### src/hdl/ctw_pkg.sv
// Shared constants, codes and helpers of the text console character writer.
package ctw_pkg;

	// Default grid geometry
	localparam int COLS_DEF = 80;
	localparam int ROWS_DEF = 25;

	// Fixed field widths of the stream words
	localparam int FUNC_W  = 2;
	localparam int CHAR_W  = 8;
	localparam int ATTR_W  = 8;
	localparam int RROW_W  = 5;
	localparam int RCOL_W  = 7;
	localparam int CELL_W  = 16;
	localparam int S_DATA_W = 32;
	localparam int M_DATA_W = 32;

	// Function codes
	localparam logic [FUNC_W-1:0] FN_PUT   = 2'd0;
	localparam logic [FUNC_W-1:0] FN_CLEAR = 2'd1;
	localparam logic [FUNC_W-1:0] FN_READ  = 2'd2;

	// Character codes and blank attribute after reset
	localparam logic [CHAR_W-1:0] CH_NEWLINE   = 8'd10;
	localparam logic [CHAR_W-1:0] CH_BACKSPACE = 8'd8;
	localparam logic [CHAR_W-1:0] CH_BLANK     = 8'd32;
	localparam logic [ATTR_W-1:0] FILL_RESET   = 8'd15;

	// Build a cell: attribute in the high byte, character in the low byte
	function automatic logic [CELL_W-1:0] make_cell(logic [CHAR_W-1:0] ch,
			logic [ATTR_W-1:0] attr);
		return {attr, ch};
	endfunction

endpackage

### src/hdl/ctw_seq.sv
// Sequencer: cursor, scroll offset, sweeps and the result word register.
module ctw_seq
	import ctw_pkg::*;
#(
	parameter int COLS = COLS_DEF,
	parameter int ROWS = ROWS_DEF
) (
	input  logic                      clk,
	input  logic                      arst_n,
	input  logic                      s_tvalid,
	output logic                      s_tready,
	input  logic [FUNC_W-1:0]         func,
	input  logic [CHAR_W-1:0]         char_code,
	input  logic [ATTR_W-1:0]         attribute,
	input  logic [RROW_W-1:0]         read_row,
	input  logic [RCOL_W-1:0]         read_col,
	output logic                      m_tvalid,
	input  logic                      m_tready,
	output logic [CELL_W-1:0]         cell_value,
	output logic [RCOL_W-1:0]         cursor_col,
	output logic [RROW_W-1:0]         cursor_row,
	input  logic [ATTR_W-1:0]         fill_attr,
	output logic                      mem_we,
	output logic [$clog2(ROWS)-1:0]   mem_row,
	output logic [$clog2(COLS)-1:0]   mem_col,
	output logic [CELL_W-1:0]         mem_wdata,
	input  logic [CELL_W-1:0]         mem_rdata,
	output logic [$clog2(ROWS)-1:0]   top_row
);

	localparam int ROW_W = $clog2(ROWS);
	localparam int COL_W = $clog2(COLS);
	localparam logic [ROW_W-1:0] LAST_ROW = ROW_W'(ROWS - 1);
	localparam logic [COL_W-1:0] LAST_COL = COL_W'(COLS - 1);

	typedef enum logic [1:0] {
		ST_SWEEP,
		ST_IDLE,
		ST_READ,
		ST_DONE
	} state_t;

	state_t           state_q;
	logic [ROW_W-1:0] cur_row_q;
	logic [COL_W-1:0] cur_col_q;
	logic [ROW_W-1:0] top_q;
	logic [ROW_W-1:0] sw_row_q;
	logic [COL_W-1:0] sw_col_q;
	logic [ATTR_W-1:0] blank_attr_q;
	logic             reply_q;
	logic [CELL_W-1:0] cell_q;
	logic             out_valid_q;
	logic [CELL_W-1:0] out_cell_q;
	logic [RCOL_W-1:0] out_col_q;
	logic [RROW_W-1:0] out_row_q;

	logic             accept;
	logic             out_free;
	logic             read_ok;
	logic [ROW_W-1:0] nxt_row;
	logic [COL_W-1:0] nxt_col;
	logic             adv_row;
	logic             scroll;
	logic [ROW_W-1:0] top_inc;

	assign s_tready   = (state_q == ST_IDLE);
	assign accept     = s_tvalid && s_tready;
	assign out_free   = !out_valid_q || m_tready;
	assign m_tvalid   = out_valid_q;
	assign cell_value = out_cell_q;
	assign cursor_col = out_col_q;
	assign cursor_row = out_row_q;
	assign top_row    = top_q;
	assign read_ok    = ({1'b0, read_row} < (RROW_W+1)'(ROWS)) &&
		({1'b0, read_col} < (RCOL_W+1)'(COLS));
	assign top_inc    = (top_q == LAST_ROW) ? '0 : top_q + 1'b1;

	// Work out the cursor after a put
	always_comb begin
		adv_row = 1'b0;
		nxt_col = cur_col_q;
		if (char_code == CH_NEWLINE) begin
			adv_row = 1'b1;
			nxt_col = '0;
		end else if (char_code == CH_BACKSPACE) begin
			if (cur_col_q != '0) begin
				nxt_col = cur_col_q - 1'b1;
			end
		end else if (cur_col_q == LAST_COL) begin
			adv_row = 1'b1;
			nxt_col = '0;
		end else begin
			nxt_col = cur_col_q + 1'b1;
		end
		scroll  = adv_row && (cur_row_q == LAST_ROW);
		nxt_row = (adv_row && !scroll) ? cur_row_q + 1'b1 : cur_row_q;
	end

	// Drive the memory port from the sweep or the accepted word
	always_comb begin
		mem_we    = 1'b0;
		mem_row   = cur_row_q;
		mem_col   = cur_col_q;
		mem_wdata = make_cell(CH_BLANK, blank_attr_q);
		if (state_q == ST_SWEEP) begin
			mem_we  = 1'b1;
			mem_row = sw_row_q;
			mem_col = sw_col_q;
		end else if (accept) begin
			case (func)
				FN_PUT: begin
					if (char_code == CH_BACKSPACE) begin
						mem_we    = (cur_col_q != '0);
						mem_col   = cur_col_q - 1'b1;
						mem_wdata = make_cell(CH_BLANK, attribute);
					end else if (char_code != CH_NEWLINE) begin
						mem_we    = 1'b1;
						mem_wdata = make_cell(char_code, attribute);
					end
				end
				FN_READ: begin
					mem_row = ROW_W'(read_row);
					mem_col = COL_W'(read_col);
				end
				default: begin
					mem_we = 1'b0;
				end
			endcase
		end
	end

	// Hold state, cursor and the result word
	always_ff @(posedge clk or negedge arst_n) begin
		if (!arst_n) begin
			state_q      <= ST_SWEEP;
			cur_row_q    <= '0;
			cur_col_q    <= '0;
			top_q        <= '0;
			sw_row_q     <= '0;
			sw_col_q     <= '0;
			blank_attr_q <= FILL_RESET;
			reply_q      <= 1'b0;
			cell_q       <= '0;
			out_valid_q  <= 1'b0;
			out_cell_q   <= '0;
			out_col_q    <= '0;
			out_row_q    <= '0;
		end else begin
			// Raise the result word when it is built, drop it once taken
			if ((state_q == ST_DONE) && out_free) begin
				out_valid_q <= 1'b1;
			end else if (m_tready) begin
				out_valid_q <= 1'b0;
			end
			unique case (state_q)
				ST_SWEEP: begin
					if (sw_col_q == LAST_COL) begin
						sw_col_q <= '0;
						if (sw_row_q == LAST_ROW) begin
							cell_q  <= '0;
							state_q <= reply_q ? ST_DONE : ST_IDLE;
						end else begin
							sw_row_q <= sw_row_q + 1'b1;
						end
					end else begin
						sw_col_q <= sw_col_q + 1'b1;
					end
				end
				ST_IDLE: begin
					if (accept) begin
						cell_q <= '0;
						case (func)
							FN_PUT: begin
								cur_row_q <= nxt_row;
								cur_col_q <= nxt_col;
								if (scroll) begin
									top_q        <= top_inc;
									sw_row_q     <= LAST_ROW;
									sw_col_q     <= '0;
									blank_attr_q <= fill_attr;
									reply_q      <= 1'b1;
									state_q      <= ST_SWEEP;
								end else begin
									state_q <= ST_DONE;
								end
							end
							FN_CLEAR: begin
								cur_row_q    <= '0;
								cur_col_q    <= '0;
								top_q        <= '0;
								sw_row_q     <= '0;
								sw_col_q     <= '0;
								blank_attr_q <= fill_attr;
								reply_q      <= 1'b1;
								state_q      <= ST_SWEEP;
							end
							FN_READ: begin
								state_q <= read_ok ? ST_READ : ST_DONE;
							end
							default: begin
								state_q <= ST_DONE;
							end
						endcase
					end
				end
				ST_READ: begin
					cell_q  <= mem_rdata;
					state_q <= ST_DONE;
				end
				ST_DONE: begin
					if (out_free) begin
						out_cell_q  <= cell_q;
						out_col_q   <= RCOL_W'(cur_col_q);
						out_row_q   <= RROW_W'(cur_row_q);
						state_q     <= ST_IDLE;
					end
				end
				default: begin
					state_q <= ST_IDLE;
				end
			endcase
		end
	end

endmodule

### config.mk
export PLATFORM = sky130hd
export DESIGN_NAME = ctw_seq
export DESIGN_NICKNAME = d
export VERILOG_FILES = /design/src/hdl/ctw_pkg.sv /design/src/hdl/ctw_seq.sv
export SDC_FILE = /design/constraint.sdc
export NUM_CORES = 1
export LEC_CHECK = 0
export ABC_AREA = 1
export ABC_CLOCK_PERIOD_IN_PS = 2900
export BUFFER_PORTS_ARGS = -buffer_cell sky130_fd_sc_hd__buf_2
export CAP_MARGIN = 10
export CORE_MARGIN = 3
export CORE_UTILIZATION = 40
export DETAILED_ROUTE_END_ITERATION = 6
export GPL_TIMING_DRIVEN = 0
export PLACE_DENSITY = 0.6
export SYNTH_ARGS = -nofsm -noshare
export SYNTH_HDL_FRONTEND = slang
export SYNTH_SLANG_ARGS = --single-unit
export TNS_END_PERCENT = 1
### constraint.sdc
create_clock -name clk -period 2.9 [get_ports clk]
set_input_delay 0.58 -clock clk [delete_from_list [all_inputs] [get_ports clk]]
set_output_delay 0.58 -clock clk [all_outputs]
set_load 0.02 [all_outputs]
==> metrics.md <==
| Metric | Value |
|---|---|
| Prevailing post-synth register cell | dfrtp_1 |
| Clock Latency Late Sink | roughly 0.35 ns |
| Port Buf Inserts | 120 |
| Critical path capture point type | primary output |
| # setup viols final | 0 |
| DR DRC count | 0 |
| Pwr Density | 1070 nW/um2 |
| Post-cts gate resize count | 0 |
| Final Critical Period | about 2.7 ns |
| Slew of the pin with the lowest slew margin | about 0.63 ns |
| Avg Cell Area, Syn | about 7.6 um2 |
| Gpl congestion | 0.905 |
| Vias | roughly 4800 |
| WL final | roughly 14000 um |
| Post-synthesis sequential area ratio | a little over two fifths |
| Max Fclk | 367 MHz |
| Max Slew Vio Count | 0 |
| Clock transition at path regs | around 0.07 ns |
| Hold_buf cts | 0 |
| Dpl ws | a little over 0.2 ns |
| Hold Path Class | primary input to async pin |
| Max_slew headroom | 58.0% |
| Yosys top cell by area | dfrtp_1 |
| Vias in the first global route | between 4000 and 5000 |
| Nets | ~840 |
| P_leak | about 3.2 nW |
| 1st-iter DRT viols | between 200 and 300 |
| Post-route ant nets | 0 |
| Drt wl/cell | 15.0 um |
| Share of post-route cells with drive strength above 1 | between 20% and 30% |
| Asr flop ratio synth | between 90% and 100% |
| Die Span X | 117 um |
| Layout area overhead | 23.0% |
| Worst Skew | 0.0111 ns |
| Total track usage | 20.3% |
| Top post-synthesis cells by count | nand2_1 (178), dfrtp_1 (81), inv_1 (66) |
| Max-cap violation count | 0 |
| Post-CTS Setup Repair Bufs | 0 |
| Syn nets | between 700 and 800 |
| Hpwl dp | 10500 um |
| Mean number of vias per cell | ~5.2 |
| Mapped cell area | a little under 5000 um2 |
| Initial antenna violation count | 0 |
| Post-route setup slack | roughly 0.18 ns |
| Most frequent cell after synthesis | nand2_1 |
| CP arrival | roughly 2.1 ns |
| Critical path launch point type | primary input |
| Htree depth | 3 |
| Synth area leaders | dfrtp_1 (41%), nand2_1 (14%), nand3_1 (6.5%) |
| Ys Warns | 0 |
| WHS | around 0.15 ns |
| Hold Vio Cnt, Final | 0 |
| Design Power | 6.41 mW |
| Seq cells post-synth | 85 |
| Post-synth EDFFs | 0 |
| Critical path type | primary input to primary output |
| First-pass GRT wire length | between 20000 and 25000 um |
| Root Driver | clkbuf_16 |
| Cts bufs inserted | 9 |
| Core Footprint | approximately 12000 um2 |
| Setup TNS | 0 ns |
| Die area | between 10000 and 15000 um2 |
| Peak VDD IR | 0.633 mV |
| DIE HEIGHT | 117 um |
| CTS tree | built |
| Status | finished, final reports clean |
| Unique masters post-synth | 37 |
| RSZ-0062 raised after global routing | false |
| Initial core utilization | between 40% and 50% |
| Num rows | 39 |
| Ports | between 100 and 150 |
| CP Max Fanout | 10 |
| Syn Inst Count | between 600 and 700 |
| Clk buf depth | 2 |
| Final period utilization | 94.0% |
| First-pass DRT Iterations | 4 |
| Largest net degree at the start of global routing | 58 |
| CTS sink cnt | 85 |
| Top cell type's share of synthesized area | 41.4% |
| Critical Path RT | between 2 and 2.5 ns |
| Diodes inserted | 0 |
| Grt total ovfl | 0 |
## final timing paths
path | endpoint | startpoint | slack, ns | cells after the start
max reg2reg | cell_q[12]$_DFFE_PN0P_ | sw_col_q[1]$_DFFE_PN0P_ | 0.86 | 7
min reg2reg | blank_attr_q[0]$_DFFE_PN1P_ | blank_attr_q[0]$_DFFE_PN1P_ | 0.47 | 2
max in group asynchronous | blank_attr_q[1]$_DFFE_PN1P_ | arst_n | 2.07 | 2
min in group clk | blank_attr_q[3]$_DFFE_PN1P_ | fill_attr[3] | 0.45 | 3
min | cell_value[8]$_DFFE_PN0P_ | arst_n | 0.15 | 1
max | mem_col[5] | char_code[2] | 0.18 | 11
## power breakdown
part	internal (mW)	total (mW)	switching, mW
sequential	1.67	2.01	0.340
clock	0.706	1.22	0.518
combinational	1.01	3.18	2.17
## sequential cells by signal, summed over array words and instances, names as in the netlist
signal        count
blank_attr_q      8
cell_q           16
cell_value       16
cur_col_q         7
cur_row_q         5
cursor_col        7
cursor_row        5
m_tvalid          1
reply_q           1
state_q           2
sw_col_q          7
sw_row_q          5
top_row           5
## metal layers
layer | vias to the layer above | share of wire (%) | track usage (%)
met1 | 2226 | 46 | 28.6
met4 | 0 | 1.9 | 7.95
li1 | 2350 | - | -
met2 | 156 | 46 | 31.6
met3 | 20 | 6.0 | 3.11
met5 | - | 0 | 0
## placed cells by master (no fill, tap or decap), types with 3 or more instances in the layout
cell,count
xor2_1,9
o21ai_1,13
ha_1,10
a22oi_1,3
nand4_1,11
nor2_2,7
o211ai_1,8
or2_2,3
o21ai_2,4
nand2_2,4
buf_2,126
nand2_1,178
clkbuf_16,9
nor2_8,3
inv_1,65
nand3_1,64
dfstp_2,4
dfrtp_1,80
a21oi_1,20
o21ai_0,63
nor2_1,39
nor2_4,3
inv_2,9
buf_6,4
clkbuf_1,10
inv_6,3
## worst max-delay path: stages
cell and delay (ns):
buf_2 0.07, inv_1 0.04, nand2_1 0.07, nor2_1 0.06, nand2_2 0.14, clkbuf_1 0.43, nor2_1 0.10, nand2_1 0.09
o211ai_1 0.11, a22oi_1 0.24, buf_2 0.22
## per-stage QoR
stage / util (%) / instance area (um2) / instances
after floorplan: - / 4890 / 641
after global placement: 48.6 / 5670 / 904
after detailed placement: 48.9 / 5700 / 905
after CTS: 51.6 / 6020 / 921
after global routing: 51.6 / 6020 / 921
final: 51.6 / 6020 / 921
## cells by family (layout without fill, tap and decap cells)
family | after synthesis | in the layout | synth area share (%)
xor gates and xnor gates | 11 | 11 | 1.97
buffers and inverters | 96 | 233 | 8.16
DFF | 85 | 85 | 43.6
and+or+nand+nor | 321 | 321 | 30.5
adders and majority gates | 10 | 10 | 2.56
AOI/OAI and AO/OA | 118 | 118 | 13.3
## layout make-up
type                       instances  area (um2)
multi-input combinational        460        2360
clock inverter                     6        75.1
inverter                          75         282
buffer                            21         118
timing repair buffer             121         631
fill                            1159        5650
clock buffer                      10         239
tap                              143         179
sequential                        85        2130
(Power assumes the default switching activity.)
