==> src/hdl/ctw_pkg.sv <==
// Shared constants, codes and helpers of the text console character writer.
package ctw_pkg;

	// Default grid geometry
	localparam int COLS_DEF = 80;
	localparam int ROWS_DEF = 25;

	// Fixed field widths of the stream words
	localparam int FUNC_W  = 2;
	localparam int CHAR_W  = 8;
	localparam int ATTR_W  = 8;
	localparam int RROW_W  = 5;
	localparam int RCOL_W  = 7;
	localparam int CELL_W  = 16;
	localparam int S_DATA_W = 32;
	localparam int M_DATA_W = 32;

	// Function codes
	localparam logic [FUNC_W-1:0] FN_PUT   = 2'd0;
	localparam logic [FUNC_W-1:0] FN_CLEAR = 2'd1;
	localparam logic [FUNC_W-1:0] FN_READ  = 2'd2;

	// Character codes and blank attribute after reset
	localparam logic [CHAR_W-1:0] CH_NEWLINE   = 8'd10;
	localparam logic [CHAR_W-1:0] CH_BACKSPACE = 8'd8;
	localparam logic [CHAR_W-1:0] CH_BLANK     = 8'd32;
	localparam logic [ATTR_W-1:0] FILL_RESET   = 8'd15;

	// Build a cell: attribute in the high byte, character in the low byte
	function automatic logic [CELL_W-1:0] make_cell(logic [CHAR_W-1:0] ch,
			logic [ATTR_W-1:0] attr);
		return {attr, ch};
	endfunction

endpackage

==> src/hdl/ctw_addr.sv <==
// Address unit: maps a logical row and column onto the circular grid memory.
module ctw_addr
	import ctw_pkg::*;
#(
	parameter int COLS = COLS_DEF,
	parameter int ROWS = ROWS_DEF
) (
	input  logic [$clog2(ROWS)-1:0]        row,
	input  logic [$clog2(COLS)-1:0]        col,
	input  logic [$clog2(ROWS)-1:0]        top_row,
	output logic [$clog2(ROWS*COLS)-1:0]   addr
);

	localparam int ROW_W  = $clog2(ROWS);
	localparam int ADDR_W = $clog2(ROWS*COLS);

	logic [ROW_W:0]   row_sum;
	logic [ROW_W-1:0] phys_row;

	// Rotate the row by the top offset, wrapping at the last row
	always_comb begin
		row_sum = {1'b0, row} + {1'b0, top_row};
		if (row_sum >= (ROW_W+1)'(ROWS)) begin
			phys_row = ROW_W'(row_sum - (ROW_W+1)'(ROWS));
		end else begin
			phys_row = row_sum[ROW_W-1:0];
		end
		addr = ADDR_W'(phys_row) * ADDR_W'(COLS) + ADDR_W'(col);
	end

endmodule

==> config.mk <==
export PLATFORM = sky130hd
export DESIGN_NAME = ctw_addr
export DESIGN_NICKNAME = d
export VERILOG_FILES = /design/src/hdl/ctw_pkg.sv /design/src/hdl/ctw_addr.sv
export SDC_FILE = /design/constraint.sdc
export NUM_CORES = 1
export LEC_CHECK = 0
export BUFFER_PORTS_ARGS = -buffer_cell sky130_fd_sc_hd__buf_2
export CAP_MARGIN = 20
export CORE_MARGIN = 5
export CORE_UTILIZATION = 50
export DETAILED_ROUTE_END_ITERATION = 8
export GPL_TIMING_DRIVEN = 0
export PLACE_DENSITY = 0.89
export SLEW_MARGIN = 20
export SYNTH_ARGS = -nofsm -noshare
export SYNTH_HDL_FRONTEND = slang
export SYNTH_SLANG_ARGS = --single-unit
==> constraint.sdc <==
create_clock -name vclk -period 9
set_input_delay 1.35 -clock vclk [all_inputs]
set_output_delay 1.35 -clock vclk [all_outputs]
set_load 0.01 [all_outputs]
==> results of run 1 <==
[power by group]
group / internal (mW) / leakage, nW / switching, mW
logic: 0.102 / 0.429 / 0.111
clock network: 0 / 0 / 0
registers: 0 / 0 / 0
total: 0.102 / 0.429 / 0.111
[critical path, delay by kind of cell]
| family | cells | cell delay, ps |
|---|---|---|
| AO/OA/AOI/OAI | 4 | 1040 |
| XOR/XNOR | 1 | 150 |
| adder cells (fa/ha/maj) | 6 | 2050 |
| buffers and inverters | 3 | 320 |
| multiplexers | 1 | 400 |
| AND/OR/NAND/NOR | 3 | 380 |
[stage by stage]
stage | hold slack, ps | instances
5_1_grt | 2891 | 117
4_1_cts | 2886 | 117
6_report | 2884 | 117
3_5_place_dp | 2886 | 117
2_1_floorplan | 2792 | 78
3_3_place_gp | 2886 | 117
[path summary, 6_finish.rpt]
kind                    from        to  slack, ps  cells after the start
worst max-delay path  row[0]  addr[10]       1950                     18
worst min-delay path  col[3]   addr[3]       2880                      2
[synthesized netlist by cell type, drive strengths merged]
cell,n,area [um2]
mux2i,1,22.52
o2bb2ai,1,8.760
o21ai,5,25.02
a221oi,1,8.760
a211o,3,26.28
fa,3,60.06
nor2,3,13.77
a41o,1,10.01
and3,1,6.260
xor2,2,17.52
or3,1,6.260
and2,1,6.260
nor2b,3,18.77
o32ai,1,8.760
nor3b,1,7.510
o21a,1,7.510
xnor2,8,70.07
inv,5,18.77
ha,16,200.2
o31a,1,8.760
a21oi,6,30.03
nor4,1,6.260
a21o,3,22.52
buf,4,30.03
nand2,3,11.26
nor3,1,5.000
mux2,1,11.26
[layer usage]
layer  track usage  routed length [um]  part of all wire  vias to the layer above
met5             0                   0                 0                        -
met4       0.01136                   0                 0                        0
met3      0.003906                 117             0.089                        0
met2        0.2610                 629              0.48                       23
met1        0.1478                 564              0.43                      281
li1              -                   -                 -                      340
[area by class of cell]
type,count,area [um2]
repair buffers,24,120.1
fillers,122,478.0
well taps,15,18.77
plain buffers,4,30.03
multi-input cells,69,619.3
inverters,5,18.77
[kinds of logic (layout without fill, tap and decap cells)]
logic type / after synthesis / count (layout) / share of synthesized area
fa+ha+maj: 19 / 19 / 0.3895
xor+xnor: 10 / 10 / 0.1311
mux: 2 / 2 / 0.05056
compound gates: 23 / 23 / 0.2341
simple gates: 15 / 15 / 0.1218
buf+inv: 9 / 33 / 0.07304
==> out/results.tsv, run 1 <==
metric	value	unit
die area	2167	um2
IO Port Bufs	24	
vias per cell	5.504	
Leakage	0.4292	nW
Power Dens Cells	263.6	nW/um2
min Tclk post-route	7055	ps
ANT nets after route	0	
Peak VDD IR	0.2281	mV
detailed-route via count	644	
CP endpoint kind	primary output	
Syn Nets	114	
Largest stage delay, worst path	550	ps
Nets	140	
leading cell type in the layout, fill and taps excluded	buf_2	
Reg area	0	um2
Worst setup SP type	input pin	
Final period util	0.7839	
Setup violations, final	0	
setup TNS	0	ps
Mapped Avg Cell Area	8.566	um2
CP Data Arrival Time	5700	ps
outcome	finished, final reports clean	
RSZ-0062 raised after global routing	false	
post-synth cell types	29	
CP Max Fanout	3	
area growth from synthesis to layout	20.79	%
critical path's slowest cell	fa_1	
number of max-slew violations in the final report	0	
post-CTS setup buffer count	0	
DRC	0	
CP Cell Sequence	buf_2 > ha_1 > fa_1 > inv_1 > ha_1 > o31a_1 > a41o_1 > nor2_2 > mux2_1 > ha_1 > ha_1 > fa_1 > nand2_1 > nor2b_1 > o21ai_0 > a221oi_1 > xnor2_1 > buf_2	
Synth Warn #	0	
first drt pass iteration count	3	
vias in the first global route	581	
detailed router's first-iteration violation count	3	
Post-CTS Hold Buffers	0	
most used cell, CP	ha_1	
dpl hpwl	1.185	mm
Slew HR	0.6117	
clock buffers	0	
Max Clock Freq	141.7	MHz
row count	13	
sequential-to-total area share from yosys stat	0	
Wirelength per Cell	11.21	um
Final Hold Viols	0	
CP Class	input pin to primary output	
Worst Tran Pin Value	576.4	ps
WP data required	7650	ps
min-delay worst type	input pin to primary output	
final sequential cell count	0	
Cells after Synth	78	
largest net degree at the start of global routing	8	
Ports	28	
final setup margin	1945	ps
WL final	1.312	mm
Placed Area	807.0	um2
first-pass GRT wire length	2.166	mm
commonest non-fill, non-tap cells in the layout	buf_2 (24), ha_1 (16), xnor2_1 (8), a21oi_1 (6), inv_1 (5)	
maximum capacitance violations	0	
Design Power	0.2127	mW
GR Util All Layers	0.1282	
Final Cell Area	807.0	um2
Die H	46.56	um
final core occ	0.6280	
overall die width	46.56	um
Core ar.	1285	um2
post-cts sizing count	0	
initial antenna violation count	0	
RePlAce Congestion	0.8011	
# diodes	0	
Initial Utilization	0.5200	
layout cells sized above 1	0.2941	
GRT overflow	0	
DP Worst Slack	1974	ps
Mapped Area	668.1	um2
No activity file was read; power rests on OpenSTA's default activity.
==> inputs of run 2 (changes only) <==
--- a/config.mk
+++ b/config.mk
@@ -8,10 +8,10 @@
 export BUFFER_PORTS_ARGS = -buffer_cell sky130_fd_sc_hd__buf_2
 export CAP_MARGIN = 20
 export CORE_MARGIN = 5
-export CORE_UTILIZATION = 50
+export CORE_UTILIZATION = 47
 export DETAILED_ROUTE_END_ITERATION = 8
 export GPL_TIMING_DRIVEN = 0
-export PLACE_DENSITY = 0.89
+export PLACE_DENSITY = 0.88
 export SLEW_MARGIN = 20
 export SYNTH_ARGS = -nofsm -noshare
 export SYNTH_HDL_FRONTEND = slang
==> constraint.sdc (replaced) <==
create_clock -name vclk -period 6.3
set_input_delay 0.945 -clock vclk [all_inputs]
set_output_delay 0.945 -clock vclk [all_outputs]
set_load 0.01 [all_outputs]
==> out/results.tsv, run 2 (synthesis gave the netlist of run 1 again) <==
metric	value	unit	change
number of max-slew violations in the final report	0		unchanged
ANT nets after route	0		unchanged
GR Util All Layers	0.1235		-0.004680
Max Clock Freq	165.5	MHz	
min-delay worst type	input pin to primary output		
setup TNS	0	ps	unchanged
row count	13		unchanged
GRT overflow	0		unchanged
sequential share of power	0		unchanged
leading cell type in the layout, fill and taps excluded	buf_2		
overall die width	47.71	um	+2.5%
first drt pass iteration count	4		+1
maximum capacitance violations	0		unchanged
Nets	141		+0.71%
first-pass GRT wire length	2.180	mm	+0.65%
CP Capture Point	addr[10]		
Wirelength per Cell	11.69	um	+4.2%
Final Cell Area	839.6	um2	+4.0%
Initial Utilization	0.5071		-0.01284
RePlAce Congestion	0.8220		+2.6%
Setup violations, final	0		unchanged
Peak VDD IR	0.3477	mV	+52%
sw frac	0.5164		-0.004109
Reg area	0	um2	unchanged
final core occ	0.6372		+0.009184
WL met3	117	um	unchanged
Final period util	0.9594		
min Tclk post-route	6044	ps	
WL final	1.379	mm	+5.1%
WP data required	5350	ps	-2300 ps
Core ar.	1318	um2	+2.5%
detailed-route via count	648		+0.62%
largest net degree at the start of global routing	8		unchanged
CP Class	input pin to primary output		
Ports	28		unchanged
initial antenna violation count	0		unchanged
layout cells sized above 1	0.3495		+0.05540
DRC	0		unchanged
hold_ws	2075	ps	-809.9 ps
Final Hold Viols	0		unchanged
area growth from synthesis to layout	25.66	%	
IO Port Bufs	24		unchanged
switching power	0.1656	mW	+50%
internal power	0.1551	mW	+52%
die area	2276	um2	+5.0%
Top Metal Used	met3		
final sequential cell count	0		unchanged
Leakage	0.4398	nW	+2.5%
clock buffers	0		unchanged
vias in the first global route	606		+4.3%
outcome	finished, final reports clean		
Die H	47.71	um	+2.5%
met2 wire len	676	um	+7.5%
clock share of power	0		unchanged
Worst Tran Pin Value	638.6	ps	+62.18 ps
detailed router's first-iteration violation count	3		unchanged
Power Dens Cells	382.0	nW/um2	+45%
Design Power	0.3207	mW	+51%
Gate power share	1.000		about the same
vias per cell	5.492		-0.23%
worst setup path startpoint	row[0]		
dpl hpwl	1.190	mm	+0.41%
Worst setup SP type	input pin		
Placed Area	807.0	um2	unchanged
Post-CTS Hold Buffers	0		unchanged
# diodes	0		unchanged
CP Max Fanout	3		unchanged
met1 WL	584	um	+3.5%
Slew HR	0.5698		-0.04189
CP endpoint kind	primary output		
CP Data Arrival Time	5100	ps	-600 ps
commonest non-fill, non-tap cells in the layout	buf_2 (24), ha_1 (15), xnor2_1 (8), a21oi_1 (6)		
run 2: per-stage QoR:
stage	setup slack, ps	cells
floorplan	543.2	78
global placement	132.6	117
detailed placement	46.57	117
CTS	21.59	117
global route	-5.034	118
finish	256.0	118
run 2: area by class of cell:
cell class                 instances  area, um2
buffer                             4      30.03
fill                             126      478.0
inverter                           5      18.77
multi-input combinational         69      644.4
tap                               15      18.77
timing repair buffer              25      127.6
run 2: worst max-delay path: stages:
cell      delay (ps)
buf_2            100
ha_1             220
fa_1             540
inv_1             60
ha_1             210
o31a_1           290
a41o_1           290
nor2_4           120
mux2_4           340
ha_1             290
ha_2             210
fa_1             550
nand2_1          100
nor2b_2          160
o21ai_0          130
a221oi_2         260
xnor2_1          140
buf_2            140
run 2: per-layer routing:
layer,track usage,vias to the layer above
met2,0.2586,23
met4,0,0
met3,0,0
li1,-,337
met1,0.1448,288
met5,0,-
run 2: how the worst min path moves through the flow:
stage	to	cells past startpoint	slack (ps)	from
finish	addr[3]	2	2070	col[3]
detailed placement	addr[1]	2	2080	col[1]
floorplan	addr[0]	1	1980	col[0]
CTS	addr[3]	2	2080	col[3]
global route	addr[1]	2	2080	col[1]
global placement	addr[0]	2	2080	col[0]
run 2: power by group through the flow:
stage	clock network, mW	logic, mW	registers, mW
final	0	0.321	0
after global placement	0	0.296	0
after global routing	0	0.362	0
after floorplan	0	0.225	0
after CTS	0	0.308	0
after detailed placement	0	0.305	0
run 2: timing repair:
action | in CTS | in global routing
resized for setup | 0 | 8
setup buffers | 0 | 1
endpoints found under the hold margin | 0 | 0
endpoints found under the setup margin | 0 | 1
==> inputs of run 3 (changes only) <==
==> constraint.sdc (replaced) <==
create_clock -name vclk -period 5.4
set_input_delay 0.81 -clock vclk [all_inputs]
set_output_delay 0.81 -clock vclk [all_outputs]
set_load 0.01 [all_outputs]
==> out/results.tsv, run 3 (synthesis gave the netlist of run 1 again) <==
metric	value	unit	change
outcome	complete, but fails checks		
failing checks	setup timing		
die area	2276	um2	unchanged
GRT overflow	0		unchanged
multi-input logic area	708.2	um2	+9.9%
row count	13		unchanged
sw frac	0.4797		-0.03670
IO Port Bufs	24		unchanged
Final Cell Area	991.0	um2	+18%
Die H	47.71	um	unchanged
most used cell, CP	ha_4		
CP Class	input pin to primary output		
number of fill cells	94		-25%
RePlAce Congestion	0.8142		-0.95%
Initial Utilization	0.5071		unchanged
sequential share of power	0		unchanged
Worst Path Buf+Inv	4		+1
CP Data Arrival Time	4710	ps	-390 ps
Gate power share	1.000		about the same
critical path's slowest cell	fa_1		
ANT nets after route	0		unchanged
clock buffers	0		unchanged
WP data required	4590	ps	-760 ps
min-delay worst type	input pin to primary output		
leading cell type in the layout, fill and taps excluded	buf_2		
CP Max Fanout	3		unchanged
RSZ-0062 raised after global routing	true		
detailed router's first-iteration violation count	10		+7
Peak VDD IR	0.2594	mV	-25%
Slew HR	0.5547		-0.01505
final core occ	0.7521		+0.1149
Setup violations, final	1		+1
Core ar.	1318	um2	unchanged
layout cells sized above 1	0.4779		+0.1284
final sequential cell count	0		unchanged
first drt pass iteration count	4		unchanged
initial antenna violation count	0		unchanged
Final period util	1.023		
vias in the first global route	670		+11%
CP endpoint kind	primary output		
Reg area	0	um2	unchanged
Leakage	0.4920	nW	+12%
dpl hpwl	1.148	mm	-3.5%
setup TNS	-123.4	ps	-123.4 ps
Wirelength per Cell	12.95	um	+11%
vias per cell	5.469		-0.41%
delay-heaviest family, CP	adder cells		
Placed Area	819.5	um2	+1.6%
DP Worst Slack	-430.1	ps	-476.7 ps
Max Clock Freq	181.0	MHz	
final setup margin	-123.4	ps	-379.4 ps
Final Hold Viols	0		unchanged
largest net degree at the start of global routing	8		unchanged
Largest stage delay, worst path	540	ps	about the same
Worst setup SP type	input pin		
DRC	0		unchanged
first-pass GRT wire length	2.573	mm	+18%
area growth from synthesis to layout	48.31	%	
CP Cell Sequence	buf_6 > ha_4 > fa_1 > inv_2 > ha_4 > inv_2 > o31a_1 > a41o_1 > nor2_2 > mux2_4 > ha_4 > ha_4 > fa_1 > nand2_2 > nor2b_2 > o21ai_1 > a221oi_2 > xnor2_1 > buf_2		
clock share of power	0		unchanged
overall die width	47.71	um	unchanged
detailed-route via count	700		+8.0%
# diodes	0		unchanged
maximum capacitance violations	0		unchanged
number of max-slew violations in the final report	0		unchanged
Worst Tran Pin Value	660.9	ps	+22.34 ps
Nets	151		+7.1%
GR Util All Layers	0.1505		+0.02704
min Tclk post-route	5523	ps	
commonest non-fill, non-tap cells in the layout	buf_2 (22), buf_4 (15), ha_1 (11), xnor2_1 (8), a21oi_1 (6)		
Post-CTS Hold Buffers	0		unchanged
Ports	28		unchanged
internal power	0.2435	mW	+57%
Power Dens Cells	472.3	nW/um2	+24%
switching power	0.2245	mW	+36%
WL final	1.657	mm	+20%
-- run 3: changes by cell type in the layout (fill, tap and decap cells not counted), moves of 2 or more --
cell,change
ha_4,+5
inv_2,+2
buf_6,+2
buf_4,+10
buf_2,-2
ha_1,-4
inv_1,-2
-- run 3: per-layer routing --
metal	track usage	wire length (um)
met1	0.1840	695
met2	0.3008	872
met3	0.007519	90
met4	0	0
met5	0	0
-- run 3: path summary, 6_finish.rpt --
check | start | slack [ps] | endpoint | depth (start not counted)
setup / recovery | top_row[0] | -120 | addr[10] | 19
hold / removal | col[0] | 1800 | addr[0] | 2
-- run 3: final cells by class --
class              instances  area share
well taps                 15     0.01894
repair buffers            35      0.2172
multi-input cells         69      0.7146
plain buffers              4     0.03030
inverters                  5     0.01894
-- run 3: power by group through the flow --
stage	clock network (mW)	registers (mW)	logic (mW)
CTS	0	0	0.452
finish	0	0	0.468
global placement	0	0	0.357
detailed placement	0	0	0.369
global route	0	0	0.512
floorplan	0	0	0.275
-- run 3: metrics by stage --
stage	instances	total power, mW	hold WS (ps)
2_1_floorplan	78	0.2747	1712
3_3_place_gp	117	0.3575	1806
3_5_place_dp	117	0.3686	1807
4_1_cts	128	0.4518	1807
5_1_grt	128	0.5116	1810
6_report	128	0.4680	1805
-- run 3: repair_timing --
item | in CTS | in global routing
setup buffers | 11 | 0
resized for setup | 15 | 2
pin swaps | 15 | 0
setup endpoints to repair | 1 | 1
